$ cat src/hdl/cstb_pkg.sv
`default_nettype none
// ----------------------------------------------------------------------------
// cstb_pkg
// Characters, queue sizing and the result entry type of the comment and
// literal blanker.
// ----------------------------------------------------------------------------
package cstb_pkg;

   localparam logic [7:0] CH_SLASH  = 8'h2F;
   localparam logic [7:0] CH_STAR   = 8'h2A;
   localparam logic [7:0] CH_DQUOTE = 8'h22;
   localparam logic [7:0] CH_SQUOTE = 8'h27;
   localparam logic [7:0] CH_BSLASH = 8'h5C;
   localparam logic [7:0] CH_NL     = 8'h0A;
   localparam logic [7:0] CH_SPACE  = 8'h20;

   // result queue: four entries, room for two beats is needed to take a byte
   localparam int QUEUE_DEPTH = 4;

   typedef struct packed {
      logic       text_done;
      logic       run_last;
      logic [7:0] clean_byte;
   } cstb_entry_type;

endpackage : cstb_pkg
`default_nettype wire

$ cat src/hdl/c_comment_string_blanker.sv
`default_nettype none
// ----------------------------------------------------------------------------
// c_comment_string_blanker
// Streams C source text and blanks comments and string/char literals.
// ----------------------------------------------------------------------------
// Usage:
//   req_* carries one source byte per beat; req_tlast marks the final byte
//   of a text. rsp_* returns the cleaned bytes, one per beat. rsp_tlast is
//   high on the last beat caused by an input byte, rsp_tuser on the final
//   beat of the whole text. An input byte causes zero, one or two beats: a
//   slash in code is held until the next byte, which may release both.
//   A beat is queued as its byte is taken and can be offered in the next cycle.
//   Throughput: one byte per cycle while bytes yield at most one beat each
//   and rsp_tready stays high; the output side moves one beat per cycle,
//   so two-beat bytes fill the queue. A four-entry result queue sits
//   between the mode machine and rsp_*; req_tready is high while the queue
//   holds two entries or fewer, so input keeps flowing while a finished
//   beat waits to be taken.
//   Reset empties the queue and returns the scanner to normal code mode.
//   When the receiver stalls, the queue fills and req_tready drops; no beat
//   is lost. After each final byte the scanner returns to code mode.
// ----------------------------------------------------------------------------
module c_comment_string_blanker
   import cstb_pkg::*;
(
   input  wire        clock,
   input  wire        reset,
   input  wire        req_tvalid,
   output logic       req_tready,
   input  wire  [7:0] req_tdata,   // [7:0] text_byte
   input  wire        req_tlast,   // end_of_text
   output logic       rsp_tvalid,
   input  wire        rsp_tready,
   output logic [7:0] rsp_tdata,   // [7:0] clean_byte
   output logic       rsp_tlast,   // run_last
   output logic       rsp_tuser    // [0] text_done
);

   localparam logic [3:0] MODE_CODE    = 4'd0;
   localparam logic [3:0] MODE_SLASH   = 4'd1;
   localparam logic [3:0] MODE_LINE    = 4'd2;
   localparam logic [3:0] MODE_BLOCK   = 4'd3;
   localparam logic [3:0] MODE_BSTAR   = 4'd4;
   localparam logic [3:0] MODE_STR     = 4'd5;
   localparam logic [3:0] MODE_STR_ESC = 4'd6;
   localparam logic [3:0] MODE_CHR     = 4'd7;
   localparam logic [3:0] MODE_CHR_ESC = 4'd8;

   localparam int PTR_W = $clog2(QUEUE_DEPTH);
   localparam int CNT_W = $clog2(QUEUE_DEPTH + 1);
   localparam logic [CNT_W-1:0] CNT_LIMIT = CNT_W'(QUEUE_DEPTH - 2);

   logic [3:0]       mode_ff, mode_in;
   cstb_entry_type   queue_ff [QUEUE_DEPTH];
   logic [PTR_W-1:0] wr_ptr_ff, wr_ptr_in, rd_ptr_ff, rd_ptr_in, wr_next;
   logic [CNT_W-1:0] count_ff, count_in;

   logic       req_fire, rsp_fire, last;
   logic [7:0] c;
   logic [1:0] push_cnt;
   logic [7:0] byte0, byte1;
   cstb_entry_type entry0, entry1;

   // normal code mode handling of the current byte
   logic       cb_push;
   logic [7:0] cb_byte;
   logic [3:0] cb_mode;

   assign c        = req_tdata;
   assign last     = req_tlast;
   assign req_fire = req_tvalid & req_tready;
   assign rsp_fire = rsp_tvalid & rsp_tready;

   always_comb begin
      cb_push = 1'b1;
      cb_byte = c;
      cb_mode = MODE_CODE;
      if (c == CH_SLASH && !last) begin
         cb_push = 1'b0;
         cb_mode = MODE_SLASH;
      end else if (c == CH_DQUOTE) begin
         cb_byte = CH_SPACE;
         cb_mode = MODE_STR;
      end else if (c == CH_SQUOTE) begin
         cb_byte = CH_SPACE;
         cb_mode = MODE_CHR;
      end
   end

   always_comb begin
      push_cnt = 2'd1;
      byte0    = (c == CH_NL) ? CH_NL : CH_SPACE;
      byte1    = CH_SPACE;
      mode_in  = mode_ff;
      unique case (mode_ff) inside
         MODE_SLASH: begin
            if (c == CH_SLASH || c == CH_STAR) begin
               push_cnt = 2'd2;
               byte0    = CH_SPACE;
               mode_in  = (c == CH_SLASH) ? MODE_LINE : MODE_BLOCK;
            end else begin
               // release the held slash, then treat the byte as code
               push_cnt = 2'd1 + {1'b0, cb_push};
               byte0    = CH_SLASH;
               byte1    = cb_byte;
               mode_in  = cb_mode;
            end
         end
         MODE_LINE: begin
            if (c == CH_NL) begin
               mode_in = MODE_CODE;
            end
         end
         MODE_BLOCK, MODE_BSTAR: begin
            if (mode_ff == MODE_BSTAR && c == CH_SLASH) begin
               mode_in = MODE_CODE;
            end else begin
               mode_in = (c == CH_STAR) ? MODE_BSTAR : MODE_BLOCK;
            end
         end
         MODE_STR: begin
            if (c == CH_BSLASH) begin
               mode_in = MODE_STR_ESC;
            end else if (c == CH_DQUOTE) begin
               mode_in = MODE_CODE;
            end
         end
         MODE_CHR: begin
            if (c == CH_BSLASH) begin
               mode_in = MODE_CHR_ESC;
            end else if (c == CH_SQUOTE) begin
               mode_in = MODE_CODE;
            end
         end
         MODE_STR_ESC: begin
            byte0   = CH_SPACE;
            mode_in = MODE_STR;
         end
         MODE_CHR_ESC: begin
            byte0   = CH_SPACE;
            mode_in = MODE_CHR;
         end
         default: begin
            push_cnt = {1'b0, cb_push};
            byte0    = cb_byte;
            mode_in  = cb_mode;
         end
      endcase
      if (last) begin
         mode_in = MODE_CODE;
      end
   end

   always_comb begin
      entry0.clean_byte = byte0;
      entry0.run_last   = (push_cnt == 2'd1);
      entry0.text_done  = last && (push_cnt == 2'd1);
      entry1.clean_byte = byte1;
      entry1.run_last   = 1'b1;
      entry1.text_done  = last;
   end

   assign wr_next = wr_ptr_ff + PTR_W'(1);

   always_comb begin
      wr_ptr_in = wr_ptr_ff;
      rd_ptr_in = rd_ptr_ff;
      count_in  = count_ff;
      if (req_fire) begin
         wr_ptr_in = wr_ptr_ff + PTR_W'(push_cnt);
         count_in  = count_in + CNT_W'(push_cnt);
      end
      if (rsp_fire) begin
         rd_ptr_in = rd_ptr_ff + PTR_W'(1);
         count_in  = count_in - CNT_W'(1);
      end
   end

   always_ff @(posedge clock) begin
      if (reset) begin
         mode_ff   <= MODE_CODE;
         wr_ptr_ff <= '0;
         rd_ptr_ff <= '0;
         count_ff  <= '0;
      end else begin
         wr_ptr_ff <= wr_ptr_in;
         rd_ptr_ff <= rd_ptr_in;
         count_ff  <= count_in;
         if (req_fire) begin
            mode_ff <= mode_in;
         end
      end
   end

   always_ff @(posedge clock) begin
      if (req_fire && push_cnt != 2'd0) begin
         queue_ff[wr_ptr_ff] <= entry0;
      end
      if (req_fire && push_cnt == 2'd2) begin
         queue_ff[wr_next] <= entry1;
      end
   end

   assign req_tready = (count_ff <= CNT_LIMIT);
   assign rsp_tvalid = (count_ff != '0);
   assign rsp_tdata  = queue_ff[rd_ptr_ff].clean_byte;
   assign rsp_tlast  = queue_ff[rd_ptr_ff].run_last;
   assign rsp_tuser  = queue_ff[rd_ptr_ff].text_done;

`ifndef SYNTHESIS
   a_count_bound: assert property (@(posedge clock) disable iff (reset)
      count_ff <= CNT_W'(QUEUE_DEPTH))
      else $error("result queue overfilled");

   a_room_on_take: assert property (@(posedge clock) disable iff (reset)
      req_fire |=> count_ff <= CNT_W'(QUEUE_DEPTH))
      else $error("byte taken without room for its beats");

   a_last_resets_mode: assert property (@(posedge clock) disable iff (reset)
      (req_fire && req_tlast) |=> mode_ff == MODE_CODE)
      else $error("scanner not back in code mode after final byte");

   a_silent_is_hold: assert property (@(posedge clock) disable iff (reset)
      (req_fire && push_cnt == 2'd0) |=> mode_ff == MODE_SLASH)
      else $error("byte produced no beat without holding a slash");
`endif

endmodule : c_comment_string_blanker
`default_nettype wire

$ cat config.mk
export PLATFORM = sky130hd
export DESIGN_NAME = c_comment_string_blanker
export DESIGN_NICKNAME = d
export VERILOG_FILES = /design/src/hdl/cstb_pkg.sv /design/src/hdl/c_comment_string_blanker.sv
export SDC_FILE = /design/constraint.sdc
export NUM_CORES = 1
export LEC_CHECK = 0
export BUFFER_PORTS_ARGS = -buffer_cell sky130_fd_sc_hd__clkbuf_2
export CAP_MARGIN = 15
export CORE_MARGIN = 2
export CORE_UTILIZATION = 40
export DETAILED_ROUTE_END_ITERATION = 7
export GPL_TIMING_DRIVEN = 0
export PLACE_DENSITY = 0.63
export SLEW_MARGIN = 20
export SYNTH_ARGS = -nofsm -noshare
export SYNTH_HDL_FRONTEND = slang
export SYNTH_SLANG_ARGS = --single-unit
$ cat constraint.sdc
create_clock -name clock -period 4.55 [get_ports clock]
set_clock_uncertainty 0.1 [all_clocks]
set_input_delay 1.365 -clock clock [delete_from_list [all_inputs] [get_ports clock]]
set_output_delay 1.365 -clock clock [all_outputs]
set_load 0.05 [all_outputs]
==> results.yml <==
outcome:
  status: "completed"
cts:
  clkSinkCount: 53
  clockBufferDepth: 2
  htreeDepth: 2
  post-cts-setup-buffers: 0
  cts_made_buffers: 5
  cts_resized: 0
  clock_latency_ns: 0.32
  cts_tree: "done"
  clk_pin_slew_ns: 0.09
  cts_hold_buffers: 0
  root_buffer: "clkbuf_8"
setup_path:
  cp-start-kind: "primary input"
  crit_fanout: 7
  endpoint_kind: "register"
  arrival_ns: 4.22
  worstSetupPathType: "primary input to register"
  required_ns: 4.70
  r2r_setup_slack_ns: 1.22
floorplan:
  start_util_pct: 41.2
  core-area_sq_um: 7250
  placementRows: 31
  dieArea_sq_um: 8170
  die_x_um: 90.4
  die-height_um: 90.4
  io_pins: 25
route:
  route.detailed.drc: 0
  firstDrtPassIters: 5
  wl_per_cell_um: 16.8
  vias: 2285
  viasPerCell: 5.59
  wl_um: 6860
  final_antenna_net_count: 0
  drtIter0Drc: 217
grt:
  grt_max_degree: 17
  first_global_vias: 2204
  track_usage_pct: 17.2
  antenna_found_initial: 0
  grt-ovfl-total: 0
  grt_pass1_wl_um: 11300
logic_synthesis:
  synthesis.area_sq_um: 2990
  ys.flop_type: "edfxtp_1"
  ys_types: 60
  syn_inst: 279
  yosys_warnings: 0
  ys_ff_latch: 53
  syn_nets: 296
  seq_area_frac_synth_pct: 47.6
  synthArstFlopShare_pct: 0
  avgSynthCellArea_sq_um: 10.7
  synth_edf_count: 36
sta:
  drv_slew: 0
  rsz0062_at_grt: "no"
  final.setup.tns_ns: 0
  tightestPinTransition_ns: 0.990
  setup_viol: 0
  fmax_mhz: 246
  slew_headroom_pct: 33.4
  final_hold_viol_count: 0
  fin_crit_sh_pct: 89.4
  fin_crit_ns: 4.07
worst_hold_path:
  hold_class: "register to register"
placed_design:
  dp_hpwl_um: 5020
  port_buffers: 23
  dp_cells: 401
  routabilityCongestion: 0.876
finish:
  area_growth_pct: 10.9
  drive_gt1_share_pct: 21.0
  nets: 326
  fillers: 686
  layoutNonFillerInstCount: 409
  antenna_cells: 0
power_and_ir_drop:
  power.leakage_nw: 1.14
  peakVddDrop_uv: 340
  power_density_nw_per_um2: 492
run:
  drv_cap: 0
-- layout by cell type (no fill, tap or decap), types with 3 or more instances in the layout --
| master | n |
|---|---|
| nand2b_1 | 6 |
| and2_1 | 10 |
| o21ai_0 | 13 |
| edfxtp_1 | 36 |
| nor2_1 | 27 |
| nor3b_1 | 4 |
| xor2_1 | 5 |
| or2_2 | 3 |
| or3_1 | 4 |
| clkbuf_2 | 23 |
| nand2_1 | 27 |
| a21oi_1 | 12 |
| mux4_2 | 10 |
| nor3_1 | 6 |
| nand3b_1 | 3 |
| buf_2 | 3 |
| clkbuf_1 | 6 |
| clkbuf_8 | 8 |
| nand3_1 | 3 |
| xnor2_1 | 5 |
| dfxtp_1 | 17 |
| o22ai_1 | 19 |
| ha_1 | 3 |
| inv_1 | 3 |
-- sequential cells by signal, summed over array words and instances, names as in the netlist, named ones only --
register	count
queue_ff	40
mode_ff	4
count_ff	3
rd_ptr_ff	2
wr_ptr_ff	2
-- final cells by class --
cell class | count | area, sq um | area share, %
buffer | 16 | 109 | 3.29
clock buffer | 6 | 72.6 | 2.19
clock inverter | 2 | 13.8 | 0.416
inverter | 4 | 15.0 | 0.453
multi-input combinational | 206 | 1440 | 43.5
sequential | 53 | 1420 | 42.9
tap | 99 | 124 | 3.74
timing repair buffer | 23 | 115 | 3.48
-- power breakdown --
group / internal [mW] / switching [mW]
Combinational: 0.234 / 0.481
Sequential: 0.609 / 0.0356
Clock: 0.110 / 0.161
-- synth_stat cells (3+ instances only) --
library cell / n / share of area [%]
edfxtp_1: 36 / 36
nand2_1: 27 / 3.4
nor2_1: 27 / 3.4
o22ai_1: 19 / 4.0
dfxtp_1: 17 / 11
o21ai_0: 13 / 2.2
a21oi_1: 12 / 2.0
and2_1: 10 / 2.1
mux4_2: 10 / 7.5
nand2b_1: 6 / 1.3
nor3_1: 6 / 1.0
clkbuf_1: 5 / 0.63
xnor2_1: 5 / 1.5
xor2_1: 5 / 1.5
nor3b_1: 4 / 1.0
or3_1: 4 / 0.84
buf_2: 3 / 0.50
clkbuf_8: 3 / 1.4
ha_1: 3 / 1.3
inv_1: 3 / 0.38
nand3_1: 3 / 0.50
nand3b_1: 3 / 0.75
or2_2: 3 / 0.63
-- routing by layer --
metal  track usage (%)  vias to the layer above  wire [um]  share of wire, %
li1                  -                     1109          -                 -
met1              23.9                     1090       3090                45
met2              28.1                       76       3280                48
met3              2.75                       10        379               5.5
met4              4.74                        0        107               1.6
met5                 0                        -          0                 0
-- worst max-delay path: stages --
cell and delay [ns]:
clkbuf_2 0.13, nand4bb_1 0.32, nor2_1 0.24, nor4b_2 0.52, nor2_1 0.15, ha_1 0.21
inv_1 0.06, fa_1 0.40, nor2_1 0.12, a21oi_1 0.07, ha_1 0.29, mux2_2 0.25
nor2_1 0.07
-- stage by stage --
stage / worst slack (ns) / utilization [%] / power, mW / hold WS (ns) / instance area (sq um)
after floorplan: 0.719 / - / 1.22 / 0.330 / 2990
after global placement: 0.218 / 44.5 / 1.37 / 0.350 / 3230
after detailed placement: 0.186 / 44.5 / 1.38 / 0.358 / 3230
after CTS: 0.500 / 45.7 / 1.64 / 0.380 / 3310
after global routing: 0.176 / 45.7 / 1.72 / 0.413 / 3310
final: 0.481 / 45.7 / 1.63 / 0.382 / 3310
-- cells by family after synthesis --
kind of cell / count (synthesis) / synth area share (%)
and+or+nand+nor: 116 / 21.2
buffers and inverters: 20 / 4.15
xor gates and xnor gates: 10 / 2.93
muxes: 13 / 8.63
AOI/OAI and AO/OA: 63 / 13.5
DFF: 53 / 47.6
adders and majority gates: 4 / 1.93
-- path summary, 6_finish.rpt --
| path | from | end | cells after the start |
|---|---|---|---|
| setup / recovery | req_tdata[6] | count_ff[1]$_SDFF_PP0_ | 13 |
| setup reg to reg | mode_ff[1]$_SDFFE_PP0P_ | count_ff[1]$_SDFF_PP0_ | 12 |
| hold reg to reg | queue_ff[1][8]$_SDFFE_PP1P_ | queue_ff[1][8]$_SDFFE_PP1P_ | 2 |
| hold / removal | queue_ff[1][8]$_SDFFE_PP1P_ | queue_ff[1][8]$_SDFFE_PP1P_ | 2 |
Note: power is estimated with default switching activity, not from simulation.
